<file path="config.mk">
export PLATFORM = sky130hd
export DESIGN_NAME = drp_queue
export DESIGN_NICKNAME = d
export VERILOG_FILES = /design/src/drp_pkg.sv /design/src/drp_queue.sv
export SDC_FILE = /design/constraint.sdc
export NUM_CORES = 1
export LEC_CHECK = 0
export ABC_AREA = 1
export BUFFER_PORTS_ARGS = -buffer_cell sky130_fd_sc_hd__buf_4
export CORE_UTILIZATION = 45
export CTS_CLUSTER_SIZE = 25
export DETAILED_ROUTE_END_ITERATION = 16
export PLACE_DENSITY = 0.68
export SYNTH_ARGS = -nofsm -noshare
export SYNTH_HDL_FRONTEND = slang
export SYNTH_SLANG_ARGS = --single-unit
</file>
<file path="constraint.sdc">
create_clock -name clock -period 1.49 [get_ports clock]
set_input_delay 0.0745 -clock clock [delete_from_list [all_inputs] [get_ports clock]]
set_output_delay 0.0745 -clock clock [all_outputs]
set_load 0.01 [all_outputs]
</file>
<file path="src/drp_pkg.sv">
// Shared types and constants for the disparity reprojection block.
package drp_pkg;

   // Configuration register indexes
   typedef enum logic [2:0] {
      REG_OFFSET_X         = 3'd0,
      REG_OFFSET_Y         = 3'd1,
      REG_FOCAL_TERM       = 3'd2,
      REG_INVERSE_BASELINE = 3'd3,
      REG_WEIGHT_OFFSET    = 3'd4
   } reg_index_type;

   // Register file contents as seen by the front part
   typedef struct packed {
      logic [31:0] offset_x;
      logic [31:0] offset_y;
      logic [31:0] focal_term;
      logic [31:0] inverse_baseline;
      logic [31:0] weight_offset;
   } cfg_type;

   localparam int          CfgBits     = 32;
   localparam logic [31:0] WeightReset = 32'h0001_0000;
   // Weight w = weight_offset - d * inverse_baseline fits 42 bits signed
   localparam int          DenBits     = 42;
   // Quotient bits developed by the divider; anything above is overflow
   localparam int          QuoBits     = 33;
   localparam logic [31:0] QMax        = 32'h7FFF_FFFF;
   localparam logic [31:0] QMin        = 32'h8000_0000;
   localparam int          Lanes       = 3;

endpackage

</file>
<file path="src/drp_queue.sv">
// Short queue between the front and back parts.
module drp_queue #(
   parameter int Width = 8,
   parameter int Depth = 2
) (
   input  logic             clock,
   input  logic             reset,
   input  logic             push,
   input  logic [Width-1:0] push_data,
   input  logic             pop,
   output logic [Width-1:0] head_data,
   output logic             not_empty,
   output logic             full
);
   import drp_pkg::*;

   localparam int PtrBits = (Depth > 1) ? $clog2(Depth) : 1;
   localparam int CntBits = $clog2(Depth + 1);

   logic [Width-1:0]   mem_ff [Depth];
   logic [PtrBits-1:0] wr_ff, wr_in, rd_ff, rd_in;
   logic [CntBits-1:0] cnt_ff, cnt_in;
   logic               do_push, do_pop;

   assign do_push = push && !full;
   assign do_pop  = pop && not_empty;

   // Advance pointers with wrap
   always_comb begin
      wr_in  = wr_ff;
      rd_in  = rd_ff;
      cnt_in = cnt_ff;
      if (do_push) begin
         wr_in = (wr_ff == PtrBits'(Depth - 1)) ? '0 : wr_ff + 1'b1;
      end
      if (do_pop) begin
         rd_in = (rd_ff == PtrBits'(Depth - 1)) ? '0 : rd_ff + 1'b1;
      end
      if (do_push && !do_pop) begin
         cnt_in = cnt_ff + 1'b1;
      end else if (do_pop && !do_push) begin
         cnt_in = cnt_ff - 1'b1;
      end
   end

   always_ff @(posedge clock) begin
      if (reset) begin
         wr_ff  <= '0;
         rd_ff  <= '0;
         cnt_ff <= '0;
      end else begin
         wr_ff  <= wr_in;
         rd_ff  <= rd_in;
         cnt_ff <= cnt_in;
      end
      if (do_push) begin
         mem_ff[wr_ff] <= push_data;
      end
   end

   assign head_data = mem_ff[rd_ff];
   assign not_empty = (cnt_ff != '0);
   assign full      = (cnt_ff == CntBits'(Depth));

   a_count_bound: assert property (@(posedge clock) disable iff (reset)
      cnt_ff <= CntBits'(Depth))
      else $error("queue count beyond depth");
   a_no_lost_push: assert property (@(posedge clock) disable iff (reset)
      push |-> !full)
      else $error("transfer pushed into full queue");
   a_count_step: assert property (@(posedge clock) disable iff (reset)
      (push && !pop) |=> (cnt_ff == $past(cnt_ff) + 1'b1))
      else $error("queue count did not advance on push");

endmodule

</file>
==> results.ini <==
[synth]
netlist.area_leader.share_pct=58.63
synth_warnings=0
synth.top_cells.by_area=edfxtp_1, dfxtp_1, mux2_2, nor2_1, inv_1
syn_inst=62
synth_seq_cells=21
synthArstFlopShare_pct=0
synth.top_cells.by_count=edfxtp_1, mux2_2, nor2_1
synth_top_area_cell=edfxtp_1
synth_cell_types=14
syn_avg_cell_area_um2=13.22
synth-main-ff-cell=edfxtp_1
syn_nets=75
syn_area_um2=819.5
seq_area_frac_synth_pct=70.84
synth_edf_count=16
synth_most_common_cell=edfxtp_1

[die]
die_h_um=44.68
fp.coreArea_mm2=0.001708
fp.dieW_um=44.68
design.die.area_mm2=0.001996
rows=15
start_util_pct=47.99
io_pins=22

[sta]
max-slew-margin-rel_pct=86.92
fin_crit_sh_pct=91.00
final.setup.tns_ns=0
worst_slack_ns=0.1341
finalCriticalPeriod_ns=1.356
finalSetupViolCount=0
fmax_ghz=0.7375
slew_violations=0
skew_ns=0.0008429
rsz0062_at_grt=false
worst_slew_pin_slew_ns=0.1962
hold_viol=0
hold_ws_ns=0.03518

[routing]
drt-initial-drc-count=2
finalWirelength_mm=1.448
dr.pass1.iters=4
ant_nets=0
vias=565
post-route-drc-count=0
routed_via_density=4.631
wire_per_inst_um=11.87

[final_layout]
fin_cells=122
area_delta_synth_final_pct=38.63
drive_gt1_share_pct=42.27
fin_nets=111
num_antenna_cells=0
fill_cells=127

[clock_network]
cts_sinks=21
clk_pin_slew_worst_paths_ns=0.12
cts_buffers=3
cts_tree=built
root_buffer=clkbuf_4
cts_buffer_depth=2
clk_latency_ns=0.30
htree_levels=1

[placement]
preCtsSetupSlack_ns=0.08131
io_buffers=21
dpl.cell_count=109
hpwl_um=940.7
place_congestion=0.6710

[worst_hold_path]
hold_path_class=in -> reg
min_path_cells=4

[critical_path]
r2r_cells=9
critPathLaunchType=flip-flop
critPathArrivalTime_ns=1.61
required_ns=1.74
path_max_fanout=4
crit_type=reg -> reg
cp-end-kind=flip-flop

[power]
power_density_mw_per_mm2=1473
total_power_mw=1.674
vdd_ir_drop_max_uv=925.3
leakage_nw=0.4770

[global_route]
antenna_found_initial=0
grt_pass1_wl_mm=2.063
first_global_vias=511
grt-ovfl-total=0
grt_usage_pct=15.69
grt_start_max_net_pins=13

[run_status]
status=finished, final reports clean

[run]
cap_violations=0

==> cells in the final DEF, fill, tap and decap left out <==
cell type	count
a21oi_1	2
buf_4	24
clkbuf_4	3
clkinv_2	1
dfxtp_1	3
dfxtp_2	2
dlygate4sd3_1	8
edfxtp_1	16
ha_1	1
inv_1	6
inv_2	2
mux2_2	8
nand2_1	7
nand3_1	2
nand4_1	1
nor2_1	8
o21ai_0	2
o21ai_2	1
==> cells by family after synthesis <==
logic type,synth area share (%)
compound gates,3.512
buf+inv,4.274
fa+ha+maj,1.526
simple gates,8.856
flops,70.84
mux,10.99
==> routing by layer <==
metal  routed length, um  vias to the layer above  global-route usage (%)
li1                    -                      282                       -
met1                 565                      265                   14.13
met2                 801                       16                   29.71
met3                  66                        2                   4.082
met4                  15                        0                   10.91
met5                   0                        -                       0
==> critical path, stage by stage (launching register included) <==
cell and delay (ns):
dfxtp_1 0.35, inv_1 0.09, o21ai_2 0.18, inv_1 0.07, ha_1 0.29, inv_2 0.08, nand3_1 0.08, nand2_1 0.06
inv_1 0.03, nor2_1 0.08
==> area by class of cell <==
type | count | area, um2 | share of cell area (%)
tap | 25 | 31.28 | 2.753
clock inverter | 1 | 5.005 | 0.4405
timing repair buffer | 32 | 260.3 | 22.91
multi-input combinational | 32 | 203.9 | 17.95
sequential | 21 | 583.1 | 51.32
clock buffer | 3 | 22.52 | 1.982
inverter | 8 | 30.03 | 2.643
==> flip-flops by register name, indices dropped and copies added, names as in the netlist, named ones only <==
signal	cells
mem_ff	16
cnt_ff	2
rd_ff	1
wr_ff	1
==> path summary, 6_finish.rpt <==
kind / startpoint / to / slack, ns
worst max-delay path: cnt_ff[1] / cnt_ff[1] / 0.13
worst min-delay path: reset / cnt_ff[1] / 0.04
worst max register to register: cnt_ff[1] / cnt_ff[1] / 0.13
worst min register to register: cnt_ff[0] / cnt_ff[0] / 0.51
==> report_power, final <==
part | total [mW] | switching [mW] | leakage (nW) | internal, mW
Sequential | 0.820 | 0.0684 | 0.191 | 0.752
Clock | 0.276 | 0.176 | 0.0177 | 0.100
Combinational | 0.578 | 0.280 | 0.268 | 0.298
Total | 1.67 | 0.525 | 0.477 | 1.15
==> stage by stage <==
stage	cell area (um2)	utilization (%)
5_1_grt	1136	66.52
4_1_cts	1126	65.93
2_1_floorplan	819.5	-
3_5_place_dp	1018	59.63
6_report	1136	66.52
3_3_place_gp	1018	59.63
==> what timing repair did <==
item,4_1_cts,5_1_grt
resized for setup,0,3
endpoints found under the hold margin,16,0
setup endpoints to repair,0,10
setup buffers,0,1
hold buffers,8,0
(Power assumes the default switching activity.)
