`config.mk`:
```
export PLATFORM = sky130hd
export DESIGN_NAME = drp_front
export DESIGN_NICKNAME = d
export VERILOG_FILES = /design/src/drp_pkg.sv /design/src/drp_front.sv
export SDC_FILE = /design/constraint.sdc
export NUM_CORES = 1
export LEC_CHECK = 0
export BUFFER_PORTS_ARGS = -buffer_cell sky130_fd_sc_hd__buf_2
export CAP_MARGIN = 20
export CORE_MARGIN = 4
export CORE_UTILIZATION = 29
export CTS_BUF_LIST = sky130_fd_sc_hd__clkbuf_16
export CTS_CLUSTER_DIAMETER = 100
export CTS_CLUSTER_SIZE = 14
export DETAILED_ROUTE_END_ITERATION = 8
export MAX_ROUTING_LAYER = met4
export PLACE_DENSITY = 0.46
export SLEW_MARGIN = 20
export SYNTH_ARGS = -nofsm -noshare
export SYNTH_HDL_FRONTEND = slang
export SYNTH_SLANG_ARGS = --single-unit
```
`constraint.sdc`:
```
create_clock -name clock -period 6.4 [get_ports clock]
set_input_delay 0.32 -clock clock [delete_from_list [all_inputs] [get_ports clock]]
set_output_delay 0.32 -clock clock [all_outputs]
set_load 0.1 [all_outputs]
```
`src/drp_pkg.sv`:
```
// Shared types and constants for the disparity reprojection block.
package drp_pkg;

   // Configuration register indexes
   typedef enum logic [2:0] {
      REG_OFFSET_X         = 3'd0,
      REG_OFFSET_Y         = 3'd1,
      REG_FOCAL_TERM       = 3'd2,
      REG_INVERSE_BASELINE = 3'd3,
      REG_WEIGHT_OFFSET    = 3'd4
   } reg_index_type;

   // Register file contents as seen by the front part
   typedef struct packed {
      logic [31:0] offset_x;
      logic [31:0] offset_y;
      logic [31:0] focal_term;
      logic [31:0] inverse_baseline;
      logic [31:0] weight_offset;
   } cfg_type;

   localparam int          CfgBits     = 32;
   localparam logic [31:0] WeightReset = 32'h0001_0000;
   // Weight w = weight_offset - d * inverse_baseline fits 42 bits signed
   localparam int          DenBits     = 42;
   // Quotient bits developed by the divider; anything above is overflow
   localparam int          QuoBits     = 33;
   localparam logic [31:0] QMax        = 32'h7FFF_FFFF;
   localparam logic [31:0] QMin        = 32'h8000_0000;
   localparam int          Lanes       = 3;

endpackage

```
`src/drp_front.sv`:
```
// Front part: drops invalid pixels, forms the weight and the three numerators.
module drp_front #(
   parameter int FracBits = 16,
   parameter int CoordBits = 12,
   parameter int NumBits = 34
) (
   input  logic                      clock,
   input  logic                      reset,
   input  logic                      in_valid,
   input  logic [7:0]                disparity,
   input  logic [CoordBits-1:0]      column,
   input  logic [CoordBits-1:0]      row,
   input  logic [23:0]               color,
   input  drp_pkg::cfg_type          cfg,
   output logic                      out_valid,
   output logic [drp_pkg::DenBits-1:0] den_mag,
   output logic                      den_neg,
   output logic                      den_zero,
   output logic [NumBits-1:0]        num_mag [drp_pkg::Lanes],
   output logic [drp_pkg::Lanes-1:0] num_neg,
   output logic [23:0]               out_color
);
   import drp_pkg::*;

   logic                  v1_ff, v1_in;
   logic signed [40:0]    prod_ff, prod_in;
   logic [CoordBits-1:0]  col_ff, row_ff;
   logic [23:0]           color_ff;

   logic signed [DenBits-1:0] w;
   logic signed [NumBits-1:0] num [Lanes];

   logic                      v2_ff;
   logic [DenBits-1:0]        den_mag_ff;
   logic                      den_neg_ff, den_zero_ff;
   logic [NumBits-1:0]        num_mag_ff [Lanes];
   logic [Lanes-1:0]          num_neg_ff;
   logic [23:0]               color2_ff;

   // Drop zero disparity; multiply disparity by the baseline term
   assign v1_in   = in_valid && (disparity != 8'd0);
   assign prod_in = 41'($signed({1'b0, disparity})) * 41'($signed(cfg.inverse_baseline));

   always_ff @(posedge clock) begin
      if (reset) begin
         v1_ff <= 1'b0;
      end else begin
         v1_ff <= v1_in;
      end
      prod_ff  <= prod_in;
      col_ff   <= column;
      row_ff   <= row;
      color_ff <= color;
   end

   // Form weight and numerators exactly
   always_comb begin
      w = $signed({{(DenBits-32){cfg.weight_offset[31]}}, cfg.weight_offset})
          - $signed({prod_ff[40], prod_ff});
      num[0] = $signed(NumBits'(col_ff) << FracBits)
               + $signed({{(NumBits-32){cfg.offset_x[31]}}, cfg.offset_x});
      num[1] = $signed(NumBits'(row_ff) << FracBits)
               + $signed({{(NumBits-32){cfg.offset_y[31]}}, cfg.offset_y});
      num[2] = $signed({{(NumBits-32){cfg.focal_term[31]}}, cfg.focal_term});
   end

   // Register magnitudes and signs
   always_ff @(posedge clock) begin
      if (reset) begin
         v2_ff <= 1'b0;
      end else begin
         v2_ff <= v1_ff;
      end
      den_mag_ff  <= w[DenBits-1] ? DenBits'(-w) : DenBits'(w);
      den_neg_ff  <= w[DenBits-1];
      den_zero_ff <= (w == '0);
      for (int i = 0; i < Lanes; i++) begin
         num_mag_ff[i] <= num[i][NumBits-1] ? NumBits'(-num[i]) : NumBits'(num[i]);
         num_neg_ff[i] <= num[i][NumBits-1];
      end
      color2_ff <= color_ff;
   end

   assign out_valid = v2_ff;
   assign den_mag   = den_mag_ff;
   assign den_neg   = den_neg_ff;
   assign den_zero  = den_zero_ff;
   assign num_mag   = num_mag_ff;
   assign num_neg   = num_neg_ff;
   assign out_color = color2_ff;

endmodule

```
==> results of run 1 <==
==> through the flow <==
stage / cells / power (mW) / area [um2]
after floorplan: 2270 / 8.84 / 20500
after CTS: 3700 / 12.1 / 25200
after global placement: 3558 / 10.6 / 23400
after detailed placement: 3558 / 10.6 / 23400
after global routing: 3702 / 13.0 / 25200
final: 3702 / 11.9 / 25200
==> worst paths after layout <==
check               start           end  cells past startpoint
max          disparity[2]   prod_ff[40]                     22
min               cfg[65]    num_mag[1]                      3
max reg2reg     col_ff[0]   num_mag[93]                     14
min reg2reg   color_ff[2]  out_color[2]                      0
==> registers in the layout, summed over array words and instances, names as in the netlist <==
register,cells
col_ff,12
color_ff,24
den_mag,42
den_neg,1
den_zero,1
num_mag,102
num_neg,3
out_color,24
out_valid,1
prod_ff,41
row_ff,12
v1_ff,1
==> cells in the final DEF (no fill, tap or decap), types with 5 or more instances in the layout <==
master	count
dfxtp_1	264
o21ai_1	6
o2111ai_1	6
buf_2	392
a41oi_1	9
o21a_1	13
conb_1	6
or2_2	9
ha_1	151
dlygate4sd3_1	110
nand4_1	16
and2_1	156
o21bai_1	15
xor2_1	68
o41ai_1	5
buf_4	10
a31oi_1	23
or3_1	18
nand2b_1	16
clkbuf_16	25
or4_1	6
and3_1	12
a21o_1	41
a211oi_1	9
nor4_1	15
fa_1	201
inv_1	327
nor3_1	30
nor2_1	85
a21oi_1	113
o31ai_1	29
nand2_1	228
o21ai_0	78
o211ai_1	10
nand3_1	30
nor2b_1	12
xnor2_1	150
==> synth_stat cells (4+ instances only) <==
| cell type | number |
|---|---|
| ha_1 | 151 |
| xor2_1 | 68 |
| fa_1 | 201 |
| or2_2 | 9 |
| and2_1 | 156 |
| and3_1 | 12 |
| dfxtp_1 | 264 |
| clkbuf_1 | 42 |
| nand4_1 | 16 |
| a2111oi_0 | 4 |
| nor3_1 | 30 |
| a21o_1 | 41 |
| a21oi_1 | 113 |
| a41oi_1 | 9 |
| or4_1 | 6 |
| buf_2 | 9 |
| a211oi_1 | 9 |
| o2111ai_1 | 6 |
| nand2_1 | 228 |
| nand3_1 | 30 |
| o31ai_1 | 29 |
| xnor2_1 | 150 |
| a31oi_1 | 23 |
| or3_1 | 18 |
| o21ai_0 | 78 |
| o211ai_1 | 10 |
| nand2b_1 | 16 |
| a221oi_1 | 4 |
| nor2b_1 | 12 |
| o21bai_1 | 15 |
| o21ai_1 | 6 |
| o41ai_1 | 5 |
| o21a_1 | 13 |
| nor4_1 | 15 |
| inv_1 | 327 |
| nor2_1 | 85 |
==> power groups by stage <==
| stage | Sequential, mW | Combinational (mW) | Clock [mW] |
|---|---|---|---|
| final | 2.22 | 8.35 | 1.37 |
| after CTS | 2.23 | 8.43 | 1.44 |
| after global placement | 2.26 | 8.31 | 0 |
| after detailed placement | 2.27 | 8.35 | 0 |
| after global routing | 2.26 | 9.23 | 1.48 |
| after floorplan | 4.02 | 4.82 | 0 |
==> area by class of cell <==
| class | instances | area [um2] |
|---|---|---|
| Timing Repair Buffer | 512 | 3140 |
| Antenna cell | 2 | 5.00 |
| Multi-Input combinational cell | 1623 | 13700 |
| Inverter | 329 | 1230 |
| Tap cell | 940 | 1180 |
| Sequential cell | 264 | 5290 |
| Clock inverter | 7 | 67.6 |
| Fill cell | 7187 | 44700 |
| Clock buffer | 25 | 626 |
==> layer usage <==
metal / wire length (um) / track usage, % / vias up
li1: - / - / 8356
met4: 1440 / 3.80 / 0
met2: 28400 / 27.2 / 417
met1: 27200 / 20.5 / 7800
met3: 3080 / 2.23 / 75
met5: 0 / - / -
==> logic make-up after synthesis <==
| family | after synthesis |
|---|---|
| other | 1 |
| buffers and inverters | 383 |
| AO/OA/AOI/OAI | 393 |
| adder cells (fa/ha/maj) | 352 |
| flip-flops | 264 |
| XOR/XNOR | 218 |
| AND/OR/NAND/NOR | 654 |
==> critical path, stage by stage <==
cell      delay (ns)
buf_2           0.31
buf_4           0.29
nand2_1         0.10
fa_1            0.54
inv_1           0.05
fa_1            0.48
fa_1            0.49
inv_1           0.05
fa_1            0.53
inv_1           0.04
ha_1            0.35
a21oi_1         0.25
o21bai_1        0.10
a21o_1          0.20
a21oi_1         0.14
o21ai_0         0.11
nor3_1          0.40
o21ai_0         0.23
a31oi_1         0.33
o21ai_0         0.14
a21oi_1         0.19
xnor2_1         0.13
==> what timing repair did <==
action,4_1_cts,5_1_grt
hold buffers,110,0
setup buffers,0,0
endpoints found under the hold margin,111,0
setup endpoints to repair,0,0
==> reports/metrics.cfg, run 1 <==
[timing]
rsz0062_at_grt = false
tns_ns = 0
setup_viol = 0
tightest_slew_ns = 0.844
fmax_mhz = 189
worst_slack_ns = 1.12
hold_viol_final = 0
maxSlewViolCount = 0
period_share_pct = 82.5
hold_slack_ns = 0.0543
maxSlewHeadroom_pct = 42.3
clock_skew_ns = 0.0332
min_period_ns = 5.28

[placement]
hpwl_um = 50400
io_buffers = 392
dp_slack_ns = 0.489
place_congestion = 0.841

[clocking]
cts_htree_levels = 1
clk_latency_ns = 0.57
clk_path_buf_depth = 3
cts_sinks = 264
cts_made_buffers = 25
clk_pin_slew_ns = 0.06
root_buffer = clkbuf_16
cts_resized = 0
cts_tree = done

[worst_setup_path]
cp_max_fo = 18
criticalPathCategory = in -> reg
crit_path_end_kind = register
cp-start-kind = primary input
ff2ff_setup_slack_ns = 2.06
arrival_ns = 5.78
cp.required_ns = 6.90

[detailed_routing]
drt_iter0_drc = 913
first_pass_iters = 6
routed_wl_um = 60100
ant_nets = 0
wl_per_cell_um = 16.2
drc = 0
num_vias = 16600
routed_via_density = 4.50

[global_route]
grt_max_degree = 34
first_global_vias = 17400
antenna_found_initial = 2
grt_use_total_pct = 16.1
grt_pass1_wl_um = 95200
globalRouteOverflowTotal = 0

[yosys]
synth_top_family_by_area = adder cells
synthFlopType = dfxtp_1
yosysSeqAreaShare_pct = 25.9
ys_types = 73
async_flop_share_pct = 0
synthesis.area_um2 = 20400
synth_xor_area_share_pct = 9.34
yosys.area.top_type = dfxtp_1
synth_mux_area_share_pct = 0
ys_ff_latch = 264
avgSynthCellArea_um2 = 9.02
synth_edf_count = 0
syn_inst = 2265
yosysTopAreaCellShare_pct = 25.9
yosys.area_share.simple_pct = 16.3
synth_compound_area_share_pct = 12.4
yosys.area_share.adder_pct = 28.9
yosys_warnings = 0
synth_area_leaders = dfxtp_1, fa_1, ha_1

[die]
dieArea_um2 = 74800
std_cell_rows = 97
coreArea_um2 = 69900
io_pins = 393
start_util_pct = 29.2
die_h_um = 273
fp.dieW_um = 273

[power_and_ir_drop]
cellPowerDensity_nw_per_um2 = 473
seqPwrFrac_pct = 18.6
leakage_nw = 12.1
p_sw_mw = 6.33
power_frac_comb_pct = 70.0
p_clk_share_pct = 11.4
peakVddDrop_uv = 219
sw_frac_of_total_pct = 53.0
intPower_mw = 5.61

[finish]
synthToLayoutAreaGrowth_pct = 23.5
final_nets = 3326
fin_util_pct = 36.1
final_layout_size_suffix_gt1_share_pct = 16.6

[flow_run]
maxCapViolCount = 0

[worst_hold_path]
hold_class = in -> reg

[status]
status = finished, final reports clean

(Power assumes the default switching activity.)
==> run 2, diff against run 1 <==
clock period = 5.2 ns   (was 6.4 ns; I/O delays follow)
==> reports/metrics.cfg, run 2 (synthesis results as in run 1) <==
[finish]
final_layout_size_suffix_gt1_share_pct = 19.8
synthToLayoutAreaGrowth_pct = 28.8
regArea_um2 = 5290
final_common_cell = buf_2
multi_input_area_um2 = 13700
largest_reg_flops = 102
final_nets = 3458
fill_cells = 7185
instances_no_fill = 3836
final_cell_mix = buf_2, inv_1, dfxtp_1
final_area_um2 = 26300

[worst_hold_path]
hold_class = in -> reg

[power_and_ir_drop]
cellPowerDensity_nw_per_um2 = 589
intPower_mw = 7.59
p_sw_mw = 7.92
power_frac_comb_pct = 71.2
leakage_nw = 12.8
peakVddDrop_uv = 319
power_mw = 15.5
p_clk_share_pct = 11.2
seqPwrFrac_pct = 17.6
sw_frac_of_total_pct = 51.1

[timing]
clock_skew_ns = 0.0198
min_period_ns = 4.83
period_share_pct = 92.8
setup_viol = 0
tightest_slew_ns = 0.832
hold_slack_ns = 0.0748
maxSlewViolCount = 0
fmax_mhz = 207
rsz0062_at_grt = false
hold_viol_final = 0
maxSlewHeadroom_pct = 43.7

[detailed_routing]
routed_wl_um = 60500
ant_nets = 0
drc = 0
drt_iter0_drc = 912
num_vias = 17100
routed_via_density = 4.46
wl_per_cell_um = 15.8
first_pass_iters = 5

[worst_setup_path]
cp_max_fo = 11
arrival_ns = 5.27
criticalPathCategory = in -> reg
crit_path_end_kind = register
ff2ff_setup_slack_ns = 0.62
cp.required_ns = 5.64
cp-start-kind = primary input

[global_route]
grt_use_total_pct = 16.2
grt_max_degree = 34
first_global_vias = 18100
globalRouteOverflowTotal = 0
grt_pass1_wl_um = 95900
antenna_found_initial = 2

[die]
std_cell_rows = 97
coreArea_um2 = 69900
die_h_um = 273
io_pins = 393
fp.dieW_um = 273
start_util_pct = 29.2
dieArea_um2 = 74800

[placement]
place_area_um2 = 24300
hpwl_um = 51600
io_buffers = 392
place_congestion = 0.854
dp.cells = 3672

[clocking]
cts_htree_levels = 1
clk_path_buf_depth = 3
root_buffer = clkbuf_16
cts_resized = 0
cts_made_buffers = 25
clk_pin_slew_ns = 0.06
clk_latency_ns = 0.57
postCtsSetupRepairBufs = 0
cts_tree = done
cts_sinks = 264

[status]
status = finished, final reports clean

[flow_run]
maxCapViolCount = 0

[run 2: power by group through the flow]
stage          clock, mW  sequential [mW]  combinational, mW
6_report            1.74             2.73               11.0
2_1_floorplan          0             4.95               5.93
3_5_place_dp           0             2.79               11.0
3_3_place_gp           0             2.78               11.0
5_1_grt             1.88             2.79               12.3
4_1_cts             1.84             2.74               11.2
[run 2: repair_timing]
item | in CTS | in global routing
hold buffers | 128 | 0
setup endpoints to repair | 0 | 0
endpoints found under the hold margin | 117 | 0
[run 2: cell type report]
type | count | area share [%]
inverters | 329 | 4.69
diodes | 3 | 0.0285
repair buffers | 644 | 15.9
clock inverters | 8 | 0.404
clock buffers | 25 | 2.38
multi-input cells | 1623 | 52.1
flip-flops and latches | 264 | 20.1
well taps | 940 | 4.47
[run 2: critical path: stages]
cell     delay [ns]
buf_2          0.17
buf_4          0.20
and2_1         0.16
fa_1           0.55
fa_1           0.44
fa_1           0.56
inv_1          0.06
fa_1           0.52
inv_1          0.04
ha_1           0.33
nand4_1        0.14
a21oi_1        0.19
nor3_1         0.08
buf_4          0.15
nor4_1         0.32
nor3_1         0.09
buf_4          0.15
o21ai_0        0.25
a31oi_1        0.18
o21ai_0        0.20
a21oi_1        0.10
xnor2_1        0.12
[run 2: metrics by stage]
| step | util, % | setup TNS (ns) | setup WS (ns) |
|---|---|---|---|
| 6_report | 37.7 | 0 | 0.374 |
| 5_1_grt | 37.7 | 0 | 0.0331 |
| 4_1_cts | 37.7 | 0 | 0.375 |
| 3_5_place_dp | 34.8 | -1.11 | -0.234 |
| 3_3_place_gp | 34.8 | -0.727 | -0.146 |
| 2_1_floorplan | - | 0 | 0.196 |
[run 2: routing by layer]
layer  share of wire [%]  global-route usage [%]  vias to the layer above
met5                   0                       -                        -
met4                 3.3                    4.93                        0
met3                 4.1                    2.01                       95
met2                  48                    28.0                      384
met1                  44                    19.9                     8036
li1                    -                       -                     8607
[run 2: final timing paths]
kind | end | from | cells past startpoint
worst min-delay path | num_mag[84] | cfg[144] | 3
worst max register to register | num_mag[37] | row_ff[0] | 15
worst max-delay path | prod_ff[40] | disparity[5] | 22
worst min register to register | out_color[23] | color_ff[23] | 0
==> run 3, diff against run 2 <==
RECOVER_POWER = 25   (was unset)
==> reports/metrics.cfg, run 3 (synthesis results as in run 1) <==
[timing]
fmax_mhz = 207
maxSlewHeadroom_pct = 16.7
rsz0062_at_grt = false
clock_skew_ns = 0.0203
min_period_ns = 4.82
setup_viol = 0
tightest_slew_ns = 1.25
period_share_pct = 92.8
hold_viol_final = 0
tns_ns = 0
worst_slack_ns = 0.377
hold_slack_ns = 0.0745
maxSlewViolCount = 0

[power_and_ir_drop]
sw_frac_of_total_pct = 51.1
power_frac_comb_pct = 71.2
p_clk_share_pct = 11.2
leakage_nw = 12.7
power_mw = 15.5
intPower_mw = 7.58
p_sw_mw = 7.92
cellPowerDensity_nw_per_um2 = 589
seqPwrFrac_pct = 17.6
peakVddDrop_uv = 319

[placement]
io_buffers = 392
hpwl_um = 51600
place_congestion = 0.854
dp_slack_ns = -0.234

[worst_setup_path]
cp.required_ns = 5.64
r2r_cells = 15
cp_max_fo = 11
worst_path_largest_cell_delay_ns = 0.55
slowest_stage = fa_1
arrival_ns = 5.26
cp-start-kind = primary input
path_common_cell = fa_1
crit_path_end_kind = register
crit_chain = buf_2, buf_4, and2_1, fa_1, fa_1, fa_1, inv_1, fa_1, inv_1, ha_1, nand4_1, a21oi_1, nor3_1, buf_4, nor4_1, nor3_1, buf_4, o21ai_0, a31oi_1, o21ai_0, a21oi_1, xnor2_1
criticalPathCategory = in -> reg

[clocking]
cts_htree_levels = 1
root_buffer = clkbuf_16
cts_made_buffers = 25
postCtsSetupRepairBufs = 0
clk_path_buf_depth = 3
cts_sinks = 264
clk_latency_ns = 0.57
clk_pin_slew_ns = 0.06
cts_tree = done

[worst_hold_path]
hold_depth = 3
hold_class = in -> reg

[finish]
final_cell_mix = buf_2, inv_1, dfxtp_1
regArea_um2 = 5290
fill_cells = 7207
multi_input_area_um2 = 13700
largest_reg_flops = 102
final_nets = 3458
final_common_cell = buf_2
final_layout_size_suffix_gt1_share_pct = 18.7
synthToLayoutAreaGrowth_pct = 28.6

[flow_run]
maxCapViolCount = 0

[die]
start_util_pct = 29.2
std_cell_rows = 97
io_pins = 393
dieArea_um2 = 74800
coreArea_um2 = 69900
fp.dieW_um = 273
die_h_um = 273

[global_route]
antenna_found_initial = 2
globalRouteOverflowTotal = 0
first_global_vias = 18100
grt_use_total_pct = 16.2
grt_pass1_wl_um = 95900
grt_max_degree = 34

[detailed_routing]
routed_via_density = 4.46
drc = 0
routed_wl_um = 60500
num_vias = 17100
ant_nets = 0
first_pass_iters = 5
drt_iter0_drc = 930
wl_per_cell_um = 15.8

[status]
status = finished, final reports clean

==> run 3: changes by cell type in the layout (fill, tap and decap cells not counted), sizes merged <==
cell	delta
buf	-32
clkbuf	+32
==> run 3: cell type report <==
class,instances,area share [%]
antenna,3,0.0286
clock buffer,25,2.38
clock inverter,8,0.404
inverter,329,4.70
multi-input combinational,1623,52.2
sequential,264,20.1
tap,940,4.47
timing repair buffer,644,15.8
==> run 3: metal layers <==
metal,GRT usage [%],routed length (um)
met5,-,0
met4,4.93,1950
met2,28.0,29200
met3,2.01,2440
met1,19.9,26900
==> run 3: final timing paths <==
kind / startpoint / end / slack (ns)
worst max-delay path: disparity[5] / prod_ff[40] / 0.38
worst min-delay path: cfg[144] / num_mag[84] / 0.07
worst max register to register: row_ff[0] / num_mag[37] / 0.61
worst min register to register: color_ff[23] / out_color[23] / 0.32
==> run 3: worst max-delay path, delay by kind of cell <==
family          cells  cell delay (ns)
fa+ha+maj           5             2.39
compound gates      5             0.92
simple gates        5             0.79
buf+inv             6             0.77
xor+xnor            1             0.12
==> run 3: power by group through the flow <==
| stage | Clock [mW] | Sequential [mW] | Combinational [mW] |
|---|---|---|---|
| floorplan | 0 | 4.95 | 5.93 |
| global placement | 0 | 2.78 | 11.0 |
| detailed placement | 0 | 2.79 | 11.0 |
| CTS | 1.84 | 2.74 | 11.2 |
| global route | 1.88 | 2.79 | 12.2 |
| finish | 1.74 | 2.73 | 11.0 |
==> run 3: repair_timing <==
item / 4_1_cts / 5_1_grt
setup endpoints to repair: 0 / 0
resized for setup: 0 / 0
hold buffers: 128 / 0
endpoints found under the hold margin: 117 / 0
==> run 3: metrics by stage <==
stage          instances  cell area [um2]  util [%]
6_report            3836            26300      37.6
3_3_place_gp        3672            24300      34.8
5_1_grt             3835            26300      37.6
3_5_place_dp        3672            24300      34.8
4_1_cts             3833            26300      37.7
2_1_floorplan       2270            20500         -
